<file path="src/rtl/core/fqp_pkg.sv">
// ----------------------------------------------------------------------------
// fqp_pkg
// Types, codes and helpers shared by the FASTA/FASTQ record parser.
// ----------------------------------------------------------------------------
`timescale 1ns / 1ps
`default_nettype none

package fqp_pkg;

  localparam int unsigned FQP_LEN_BITS   = 32;  // internal counter width
  localparam int unsigned FQP_OUT_W      = 32;  // length field width on ports
  localparam int unsigned FQP_FIFO_DEPTH = 4;   // result queue entries
  localparam logic [7:0]  FQP_QOFS_RESET = 8'd33;

  localparam logic [7:0] CH_AT    = 8'h40;  // '@'
  localparam logic [7:0] CH_GT    = 8'h3E;  // '>'
  localparam logic [7:0] CH_PLUS  = 8'h2B;  // '+'
  localparam logic [7:0] CH_NL    = 8'h0A;
  localparam logic [7:0] CH_CR    = 8'h0D;
  localparam logic [7:0] CH_TAB   = 8'h09;
  localparam logic [7:0] CH_SPACE = 8'h20;

  typedef enum logic [2:0] {
    EV_START   = 3'd0,
    EV_NAME    = 3'd1,
    EV_HDR_END = 3'd2,
    EV_BASE    = 3'd3,
    EV_QUAL    = 3'd4,
    EV_REC_END = 3'd5,
    EV_ERROR   = 3'd6
  } event_e;

  typedef enum logic [2:0] {
    ERR_BAD_START = 3'd0,
    ERR_EOF_NAME  = 3'd1,
    ERR_NO_NAME   = 3'd2,
    ERR_EOF_FASTQ = 3'd3,
    ERR_NO_PLUS   = 3'd4,
    ERR_LEN_MISM  = 3'd5
  } err_e;

  typedef enum logic [7:0] {
    MODE_IDLE     = 8'b0000_0001,
    MODE_NAME     = 8'b0000_0010,
    MODE_FQ_SEQ   = 8'b0000_0100,
    MODE_FQ_PLUS  = 8'b0000_1000,
    MODE_FQ_PLINE = 8'b0001_0000,
    MODE_FQ_QUAL  = 8'b0010_0000,
    MODE_FA_SEQ   = 8'b0100_0000,
    MODE_ERROR    = 8'b1000_0000
  } mode_e;

  typedef struct packed {
    logic [2:0]           event_res;
    logic [7:0]           data_byte_out;
    logic                 is_fastq;
    logic [FQP_OUT_W-1:0] short_name_length;
    logic [FQP_OUT_W-1:0] name_length;
    logic [FQP_OUT_W-1:0] sequence_length;
    logic [8:0]           quality_score;
    logic [2:0]           error_code;
    logic                 last;
  } res_t;

  function automatic logic is_blank(input logic [7:0] b);
    return (b == CH_SPACE) || (b == CH_TAB) || (b == CH_CR);
  endfunction

  // Build a result item; last is set by the caller.
  function automatic res_t make_res(input event_e ev, input logic [7:0] b,
                                    input logic fq,
                                    input logic [FQP_OUT_W-1:0] sn,
                                    input logic [FQP_OUT_W-1:0] nl,
                                    input logic [FQP_OUT_W-1:0] sl,
                                    input logic [8:0] qs, input err_e err);
    res_t r;
    r.event_res         = ev;
    r.data_byte_out     = b;
    r.is_fastq          = fq;
    r.short_name_length = sn;
    r.name_length       = nl;
    r.sequence_length   = sl;
    r.quality_score     = qs;
    r.error_code        = err;
    r.last              = 1'b0;
    return r;
  endfunction

endpackage

`default_nettype wire

</file>
<file path="src/rtl/core/fasta_fastq_record_parser_top.sv">
// ----------------------------------------------------------------------------
// fasta_fastq_record_parser_top
// Parses FASTA/FASTQ text one byte per item into name, base, quality, record
// and error events with header and sequence lengths.
// ----------------------------------------------------------------------------
//  channel | direction | handshake             | payload
//  --------+-----------+-----------------------+------------------------------
//  in      | input     | in_valid_i/in_ready_o | data_byte_i, end_of_stream_i
//  out     | output    | out_valid_o/out_ready_i | event_res_o .. last_o
//  cfg     | input     | quality_offset_we_i   | quality_offset_i
//
//  One input item per cycle while in_ready_o is high; parse state updates in the
//  cycle of acceptance. Results are written into a 4-entry queue on acceptance
//  and leave it one per cycle while out_ready_i is high. An item yields at most
//  two results (FASTA record end followed by a new record start).
//  in_ready_o drops while fewer than two queue entries are free.
//  Reset clears parse state and queue; quality_offset returns to 33.
// ----------------------------------------------------------------------------
`timescale 1ns / 1ps
`default_nettype none

module fasta_fastq_record_parser_top
  import fqp_pkg::*;
#(
  parameter int unsigned LEN_BITS   = FQP_LEN_BITS,
  parameter int unsigned FIFO_DEPTH = FQP_FIFO_DEPTH
) (
  input  wire logic              clk_i,
  input  wire logic              rst_ni,
  input  wire logic              quality_offset_we_i,
  input  wire logic [7:0]        quality_offset_i,
  input  wire logic              in_valid_i,
  output logic                   in_ready_o,
  input  wire logic [7:0]        data_byte_i,
  input  wire logic              end_of_stream_i,
  output logic                   out_valid_o,
  input  wire logic              out_ready_i,
  output logic [2:0]             event_res_o,
  output logic [7:0]             data_byte_out_o,
  output logic                   is_fastq_o,
  output logic [FQP_OUT_W-1:0]   short_name_length_o,
  output logic [FQP_OUT_W-1:0]   name_length_o,
  output logic [FQP_OUT_W-1:0]   sequence_length_o,
  output logic signed [8:0]      quality_score_o,
  output logic [2:0]             error_code_o,
  output logic                   last_o
);

  typedef logic [LEN_BITS-1:0] len_t;

  function automatic len_t sat_inc(input len_t v);
    return (v == '1) ? v : len_t'(v + 1'b1);
  endfunction

  function automatic logic [FQP_OUT_W-1:0] to_out(input len_t v);
    return FQP_OUT_W'(v);
  endfunction

  logic [7:0] qofs_q;
  mode_e      mode_q, mode_d;
  logic       fastq_q, fastq_d;
  logic       begun_q, begun_d;
  logic       frozen_q, frozen_d;
  logic       line_start_q, line_start_d;
  len_t       name_cnt_q, name_cnt_d;
  len_t       short_cnt_q, short_cnt_d;
  len_t       trim_cnt_q, trim_cnt_d;
  len_t       base_cnt_q, base_cnt_d;
  len_t       qual_cnt_q, qual_cnt_d;

  logic       in_fire;
  logic [7:0] b;
  logic [1:0] n_res;
  res_t       res0, res1, head;
  logic [8:0] qs;
  logic       room2;

  assign in_fire    = in_valid_i && in_ready_o;
  assign in_ready_o = room2;
  assign b          = data_byte_i;
  assign qs         = {1'b0, b} - {1'b0, qofs_q};

  // configuration register
  always_ff @(posedge clk_i or negedge rst_ni) begin
    if (!rst_ni) begin
      qofs_q <= FQP_QOFS_RESET;
    end else if (quality_offset_we_i) begin
      qofs_q <= quality_offset_i;
    end
  end

  // parse one accepted item: next state and up to two results
  always_comb begin
    mode_d       = mode_q;
    fastq_d      = fastq_q;
    begun_d      = begun_q;
    frozen_d     = frozen_q;
    line_start_d = line_start_q;
    name_cnt_d   = name_cnt_q;
    short_cnt_d  = short_cnt_q;
    trim_cnt_d   = trim_cnt_q;
    base_cnt_d   = base_cnt_q;
    qual_cnt_d   = qual_cnt_q;
    n_res        = 2'd0;
    res0         = '0;
    res1         = '0;

    if (in_fire) begin
      if (end_of_stream_i) begin
        case (mode_q)
          MODE_NAME: begin
            res0  = make_res(EV_ERROR, '0, fastq_q, '0, '0, '0, '0, ERR_EOF_NAME);
            n_res = 2'd1;
          end
          MODE_FQ_SEQ, MODE_FQ_PLUS, MODE_FQ_PLINE, MODE_FQ_QUAL: begin
            res0  = make_res(EV_ERROR, '0, fastq_q, '0, '0, '0, '0, ERR_EOF_FASTQ);
            n_res = 2'd1;
          end
          MODE_FA_SEQ: begin
            res0  = make_res(EV_REC_END, '0, fastq_q, '0, '0, to_out(base_cnt_q),
                             '0, ERR_BAD_START);
            n_res = 2'd1;
          end
          default: begin
          end
        endcase
        // return all parse state to reset
        mode_d       = MODE_IDLE;
        fastq_d      = 1'b0;
        begun_d      = 1'b0;
        frozen_d     = 1'b0;
        line_start_d = 1'b1;
        name_cnt_d   = '0;
        short_cnt_d  = '0;
        trim_cnt_d   = '0;
        base_cnt_d   = '0;
        qual_cnt_d   = '0;
      end else begin
        case (mode_q)
          MODE_IDLE: begin
            if (b == CH_AT || b == CH_GT) begin
              res0         = make_res(EV_START, '0, b == CH_AT, '0, '0, '0, '0,
                                      ERR_BAD_START);
              mode_d       = MODE_NAME;
              fastq_d      = (b == CH_AT);
              begun_d      = 1'b0;
              frozen_d     = 1'b0;
              line_start_d = 1'b1;
              name_cnt_d   = '0;
              short_cnt_d  = '0;
              trim_cnt_d   = '0;
              base_cnt_d   = '0;
              qual_cnt_d   = '0;
            end else begin
              res0   = make_res(EV_ERROR, '0, fastq_q, '0, '0, '0, '0, ERR_BAD_START);
              mode_d = MODE_ERROR;
            end
            n_res = 2'd1;
          end
          MODE_NAME: begin
            if (b == CH_NL) begin
              if (!begun_q) begin
                res0   = make_res(EV_ERROR, '0, fastq_q, '0, '0, '0, '0, ERR_NO_NAME);
                mode_d = MODE_ERROR;
              end else begin
                res0 = make_res(EV_HDR_END, '0, fastq_q, to_out(short_cnt_q),
                                to_out(trim_cnt_q), '0, '0, ERR_BAD_START);
                mode_d       = fastq_q ? MODE_FQ_SEQ : MODE_FA_SEQ;
                line_start_d = 1'b1;
              end
              n_res = 2'd1;
            end else if (begun_q || !is_blank(b)) begin
              // count name byte; blanks freeze the short name
              begun_d    = 1'b1;
              name_cnt_d = sat_inc(name_cnt_q);
              if (is_blank(b)) begin
                frozen_d = 1'b1;
              end else begin
                trim_cnt_d = sat_inc(name_cnt_q);
                if (!frozen_q) begin
                  short_cnt_d = sat_inc(short_cnt_q);
                end
              end
              res0  = make_res(EV_NAME, b, fastq_q, '0, '0, '0, '0, ERR_BAD_START);
              n_res = 2'd1;
            end
          end
          MODE_FQ_SEQ: begin
            if (b == CH_NL) begin
              mode_d = MODE_FQ_PLUS;
            end else if (!is_blank(b)) begin
              base_cnt_d = sat_inc(base_cnt_q);
              res0  = make_res(EV_BASE, b, 1'b1, '0, '0, '0, '0, ERR_BAD_START);
              n_res = 2'd1;
            end
          end
          MODE_FQ_PLUS: begin
            if (b == CH_PLUS) begin
              mode_d = MODE_FQ_PLINE;
            end else begin
              res0   = make_res(EV_ERROR, '0, fastq_q, '0, '0, '0, '0, ERR_NO_PLUS);
              mode_d = MODE_ERROR;
              n_res  = 2'd1;
            end
          end
          MODE_FQ_PLINE: begin
            if (b == CH_NL) begin
              mode_d = MODE_FQ_QUAL;
            end
          end
          MODE_FQ_QUAL: begin
            if (b == CH_NL) begin
              if (qual_cnt_q != base_cnt_q) begin
                res0   = make_res(EV_ERROR, '0, fastq_q, '0, '0, '0, '0, ERR_LEN_MISM);
                mode_d = MODE_ERROR;
              end else begin
                res0 = make_res(EV_REC_END, '0, 1'b1, '0, '0, to_out(base_cnt_q),
                                '0, ERR_BAD_START);
                mode_d       = MODE_IDLE;
                line_start_d = 1'b1;
              end
              n_res = 2'd1;
            end else if (!is_blank(b)) begin
              qual_cnt_d = sat_inc(qual_cnt_q);
              res0  = make_res(EV_QUAL, '0, 1'b1, '0, '0, '0, qs, ERR_BAD_START);
              n_res = 2'd1;
            end
          end
          MODE_FA_SEQ: begin
            if (line_start_q && (b == CH_AT || b == CH_GT)) begin
              // close this record and open the next one
              res0 = make_res(EV_REC_END, '0, fastq_q, '0, '0, to_out(base_cnt_q),
                              '0, ERR_BAD_START);
              res1 = make_res(EV_START, '0, b == CH_AT, '0, '0, '0, '0,
                              ERR_BAD_START);
              n_res        = 2'd2;
              mode_d       = MODE_NAME;
              fastq_d      = (b == CH_AT);
              begun_d      = 1'b0;
              frozen_d     = 1'b0;
              line_start_d = 1'b1;
              name_cnt_d   = '0;
              short_cnt_d  = '0;
              trim_cnt_d   = '0;
              base_cnt_d   = '0;
              qual_cnt_d   = '0;
            end else if (b == CH_NL) begin
              line_start_d = 1'b1;
            end else begin
              line_start_d = 1'b0;
              if (!is_blank(b)) begin
                base_cnt_d = sat_inc(base_cnt_q);
                res0  = make_res(EV_BASE, b, fastq_q, '0, '0, '0, '0, ERR_BAD_START);
                n_res = 2'd1;
              end
            end
          end
          default: begin
            // sticky error: drop bytes until end of stream
          end
        endcase
      end
    end

    // mark the final result of this item
    if (n_res == 2'd1) begin
      res0.last = 1'b1;
    end
    if (n_res == 2'd2) begin
      res1.last = 1'b1;
    end
  end

  // parse state
  always_ff @(posedge clk_i or negedge rst_ni) begin
    if (!rst_ni) begin
      mode_q       <= MODE_IDLE;
      fastq_q      <= 1'b0;
      begun_q      <= 1'b0;
      frozen_q     <= 1'b0;
      line_start_q <= 1'b1;
      name_cnt_q   <= '0;
      short_cnt_q  <= '0;
      trim_cnt_q   <= '0;
      base_cnt_q   <= '0;
      qual_cnt_q   <= '0;
    end else begin
      mode_q       <= mode_d;
      fastq_q      <= fastq_d;
      begun_q      <= begun_d;
      frozen_q     <= frozen_d;
      line_start_q <= line_start_d;
      name_cnt_q   <= name_cnt_d;
      short_cnt_q  <= short_cnt_d;
      trim_cnt_q   <= trim_cnt_d;
      base_cnt_q   <= base_cnt_d;
      qual_cnt_q   <= qual_cnt_d;
    end
  end

  // result queue
  fqp_res_fifo #(
    .DEPTH (FIFO_DEPTH)
  ) u_res_fifo (
    .clk_i       (clk_i),
    .rst_ni      (rst_ni),
    .push_cnt_i  (n_res),
    .push0_i     (res0),
    .push1_i     (res1),
    .room2_o     (room2),
    .pop_valid_o (out_valid_o),
    .pop_ready_i (out_ready_i),
    .pop_data_o  (head)
  );

  assign event_res_o         = head.event_res;
  assign data_byte_out_o     = head.data_byte_out;
  assign is_fastq_o          = head.is_fastq;
  assign short_name_length_o = head.short_name_length;
  assign name_length_o       = head.name_length;
  assign sequence_length_o   = head.sequence_length;
  assign quality_score_o     = head.quality_score;
  assign error_code_o        = head.error_code;
  assign last_o              = head.last;

endmodule

`default_nettype wire

</file>
<file path="src/rtl/core/fqp_res_fifo.sv">
// ----------------------------------------------------------------------------
// fqp_res_fifo
// Result queue: takes up to two items per cycle, gives one per cycle while pop_ready_i is high.
// ----------------------------------------------------------------------------
`timescale 1ns / 1ps
`default_nettype none

module fqp_res_fifo
  import fqp_pkg::*;
#(
  parameter int unsigned DEPTH = FQP_FIFO_DEPTH  // power of two, at least 4
) (
  input  wire logic       clk_i,
  input  wire logic       rst_ni,
  input  wire logic [1:0] push_cnt_i,
  input  wire res_t       push0_i,
  input  wire res_t       push1_i,
  output logic            room2_o,
  output logic            pop_valid_o,
  input  wire logic       pop_ready_i,
  output res_t            pop_data_o
);

  localparam int unsigned PTR_W = $clog2(DEPTH);
  localparam int unsigned CNT_W = $clog2(DEPTH + 1);

  res_t             mem_q [DEPTH];
  logic [PTR_W-1:0] wptr_q, wptr_d, rptr_q, rptr_d;
  logic [CNT_W-1:0] count_q, count_d;
  logic             pop;

  assign pop         = pop_valid_o && pop_ready_i;
  assign pop_valid_o = (count_q != '0);
  assign pop_data_o  = mem_q[rptr_q];
  // accept a new item only if two free entries are guaranteed
  assign room2_o     = (count_q <= CNT_W'(DEPTH - 2));

  // advance pointers and occupancy
  always_comb begin
    wptr_d  = wptr_q + PTR_W'(push_cnt_i);
    rptr_d  = rptr_q + PTR_W'(pop);
    count_d = count_q + CNT_W'(push_cnt_i) - CNT_W'(pop);
  end

  always_ff @(posedge clk_i or negedge rst_ni) begin
    if (!rst_ni) begin
      wptr_q  <= '0;
      rptr_q  <= '0;
      count_q <= '0;
    end else begin
      wptr_q  <= wptr_d;
      rptr_q  <= rptr_d;
      count_q <= count_d;
    end
  end

  // write storage
  always_ff @(posedge clk_i) begin
    if (push_cnt_i != 2'd0) begin
      mem_q[wptr_q] <= push0_i;
    end
    if (push_cnt_i == 2'd2) begin
      mem_q[PTR_W'(wptr_q + 1'b1)] <= push1_i;
    end
  end

endmodule

`default_nettype wire

</file>
<file path="config.mk">
export PLATFORM = sky130hd
export DESIGN_NAME = fasta_fastq_record_parser_top
export DESIGN_NICKNAME = d
export VERILOG_FILES = /design/src/rtl/core/fqp_pkg.sv /design/src/rtl/core/fasta_fastq_record_parser_top.sv /design/src/rtl/core/fqp_res_fifo.sv
export SDC_FILE = /design/constraint.sdc
export NUM_CORES = 1
export LEC_CHECK = 0
export ABC_AREA = 1
export BUFFER_PORTS_ARGS = -buffer_cell sky130_fd_sc_hd__buf_2
export CAP_MARGIN = 20
export CORE_MARGIN = 1.5
export CORE_UTILIZATION = 40
export CTS_CLUSTER_DIAMETER = 40
export CTS_CLUSTER_SIZE = 16
export DETAILED_ROUTE_END_ITERATION = 10
export PLACE_DENSITY = 0.56
export SLEW_MARGIN = 20
export SYNTH_ARGS = -nofsm -noshare
export SYNTH_HDL_FRONTEND = slang
export SYNTH_SLANG_ARGS = --single-unit
</file>
<file path="constraint.sdc">
create_clock -name clk_i -period 2.6 [get_ports clk_i]
set_input_delay 0.13 -clock clk_i [delete_from_list [all_inputs] [get_ports clk_i]]
set_output_delay 0.13 -clock clk_i [all_outputs]
set_load 0.02 [all_outputs]
</file>
==> metrics.csv <==
stage;metric;value;unit
outcome;run_status;complete, no violations;
setup_path;worstPathCellList;inv_4 > buf_12 > o21ai_0 > o22ai_1 > buf_2;
setup_path;timing.rr.start;mode_q[0];
logic_synthesis;yosys-top-cells-area;dfxtp_1 (28%), dfrtp_1 (14%), nand2_1 (12%);
route;detail_route.wirelength;117000;um
logic_synthesis;most_instantiated_flip_flop_cell_in_the_synthesis_netlist;dfxtp_1;
logic_synthesis;yosys.area.top_type_share;28.2;%
pwr;leakagePower;0.0175;uW
pwr;power.density;1050;nW/um^2
global_route;globalRouteTotalUtil;26.3;%
setup_path;critPathKind;reg2out;
route;number_of_vias_per_cell_after_detailed_routing;5.36;
finish;final_nets;4976;
timing;rsz0062_at_grt;false;
setup_path;worstSetupEndpointType;primary output;
route;routedWlPerCell;19.0;um
clock_tree;cts_max_level;3;
timing;tightestPinTransition;0.897;ns
timing;totalNegativeSetupSlack;0;ns
logic_synthesis;synthDistinctLibCells;55;
logic_synthesis;synthesis.nets;4858;
timing;min_period_over_period;99.6;%
logic_synthesis;postSynthRegisterBits;671;
die;die_width;294;um
placement;place.detailed.hpwl;71600;um
pwr;peakVddDrop;0.000799;V
timing;timing.final.max_slew_violations;0;
setup_path;worst-endpoint-arrival;2.46;ns
die;core;83700;sq um
die;initial_utilization;40.4;%
die;die_h;294;um
route;drt_drc_violations_left;0;
finish;flow.area_growth_from_synthesis;20.4;%
clock_tree;numCtsBuffers;116;
logic_synthesis;post_synth.cell_area_avg;7.02;sq um
clock_tree;worstSkewPairLatency;0.68;ns
setup_path;cp_slowest_cell;dfrtp_4;
flow_run;drv.max_cap_violation_count;0;
global_route;grt_antenna_before_repair;3;
die;rows;106;
setup_path;max_stage_delay;0.54;ns
timing;timing.final.ws_setup;0.0113;ns
route;drt_iter0_drc;2491;
logic_synthesis;synth.largest_area_cell;dfxtp_1;
global_route;grt_max_degree;107;
placement;preCtsSetupSlack;0.0321;ns
logic_synthesis;post_synth_instance_area;33800;sq um
finish;layout.cells.most_common_list;nand2_1 (1100), nor2_1 (637), o21ai_0 (511);
worst_hold_path;timing.hold.worst.class;in2async;
global_route;number_of_global_route_vias_before_repair;31300;
logic_synthesis;number_of_warnings_issued_by_yosys;0;
clock_tree;tritoncts;done;
finish;fill_cells;8477;
die;design.die.area;86300;sq um
die;io-pin-count;145;
timing;slew_headroom;40.2;%
clock_tree;clock_sink_count;671;
timing;timing.fmax;0.386;GHz
finish;layout.cells.most_common;nand2_1;
logic_synthesis;ys_async_sr_fraction;27.9;%
logic_synthesis;count_of_flip_flops_with_a_built_in_enable_after_synthesis;8;
route;vias;33100;
setup_path;timing.critical_path.from_type;flip-flop;
route;firstDrtPassIters;5;
global_route;global_route.overflow_total;0;
timing;layout_min_cycle_time;2.59;ns
logic_synthesis;ys_seq_area_share;42.8;%
logic_synthesis;synth_cells;4817;
placement;portBuffers;144;
setup_path;crit_required;2.47;ns
setup_path;path_max_fanout;74;
placement;routabilityCongestion;0.930;
timing;finClkSkew;0.0311;ns
clock_tree;ctsRootBufferMaster;clkbuf_16;
timing;finalHoldViolCount;0;
clock_tree;cts.clk_slew.worst_paths;0.06;ns
timing;setup-violations-final;0;
global_route;grt_first_pass_wirelength;181000;um
finish;final_layout_size_suffix_gt1_share;12.5;%
route;route.antenna.remaining_nets;0;
clock_tree;cts.path.max_buffers;3;
setup_path;cp-startpoint;u_res_fifo.rptr_q[1];
## routing by layer
metal,routed length [um],share of wire (%),track usage (%),vias up
li1,-,-,-,16200
met1,52500,45,35.4,15700
met2,55400,47,44.0,951
met3,6200,5.3,3.15,204
met4,2950,2.5,8.29,4
met5,21,0.018,0,-
## cell type report
type	count	area, sq um	area share, %
clock buffers	148	3290	8.08
well taps	1134	1420	3.49
inverters	294	1130	2.78
multi-input cells	3519	16700	41.1
diodes	1	2.50	0.00615
clock inverters	71	757	1.86
flip-flops and latches	671	14500	35.5
repair buffers	333	2920	7.17
## worst max-delay path, delay by kind of cell, from the launching register on
kind	cells	cell delay (ns)
flip-flops	1	0.54
AO/OA/AOI/OAI	2	0.49
buffers and inverters	3	0.66
## path summary, 6_finish.rpt
kind	slack (ns)	endpoint	depth (start not counted)
min in group clk_i	0.06	u_res_fifo.rptr_q[0]	3
min reg2reg	0.46	u_res_fifo.mem_q[2][54]	2
max reg2reg	0.14	u_res_fifo.mem_q[0][0]	12
max	0.01	event_res_o[0]	5
max in group asynchronous	1.79	line_start_q	3
min	0.02	begun_q	2
## cells in the mapped netlist (8+ instances only)
master and n:
a21oi_1 41, buf_1 11, buf_2 106, buf_4 24, buf_6 25, clkbuf_1 163, dfrtp_1 183, dfxtp_1 476
edfxtp_1 8, ha_1 17, inv_1 265, inv_2 25, nand2_1 1102, nand2_2 13, nand2_4 8, nand3_1 491
nand4_1 58, nor2_1 639, nor2_2 15, nor3_1 175, nor3b_1 8, nor4_1 79, o21ai_0 512, o21ai_1 79
o22ai_1 127, or2_2 11, xnor2_1 27, xor2_1 64
## repair_timing
item                                   4_1_cts  5_1_grt
pin swaps                                    0        5
setup endpoints to repair                   11      287
hold buffers                                32        0
buffers inserted                             0        4
cloned                                       0        5
gates resized for setup                      6       31
endpoints found under the hold margin      224        0
## sequential cells by signal, indices dropped and copies added (netlist names)
| name | cells |
|---|---|
| u_res_fifo.wptr_q | 2 |
| u_res_fifo.count_q | 3 |
| short_cnt_q | 32 |
| fastq_q | 1 |
| base_cnt_q | 32 |
| line_start_q | 1 |
| qofs_q | 8 |
| begun_q | 1 |
| qual_cnt_q | 32 |
| trim_cnt_q | 32 |
| frozen_q | 1 |
| u_res_fifo.mem_q | 484 |
| mode_q | 8 |
| u_res_fifo.rptr_q | 2 |
| name_cnt_q | 32 |
## report_power, final
group          switching (uW)  internal (uW)  leakage [uW]
Clock                    5750           9840       0.00196
Sequential                793          11600       0.00650
Combinational           10100           4620       0.00908
## cells by family (layout without fill, tap and decap cells)
logic type / Yosys count / in the layout / share of synthesized area [%]
adders and majority gates: 19 / 19 / 0.748
and+or+nand+nor: 2616 / 2616 / 33.4
AOI/OAI and AO/OA: 792 / 792 / 12.5
other: 0 / 1 / 0
DFF: 671 / 671 / 42.8
xor gates and xnor gates: 91 / 91 / 2.36
muxes: 1 / 1 / 0.0333
buffers and inverters: 627 / 846 / 8.23
## through the flow
stage	util [%]	total power, uW	instance area [sq um]	hold WS (ns)	instances
floorplan	-	21600	33800	-0.166	4817
global placement	43.0	26700	36000	0.139	5910
detailed placement	43.0	26800	36000	0.146	5910
CTS	48.3	42600	40400	0.0124	6161
global route	48.6	44900	40700	0.0368	6170
finish	48.6	42800	40700	0.0197	6171
No activity file was read; power rests on OpenSTA's default activity.
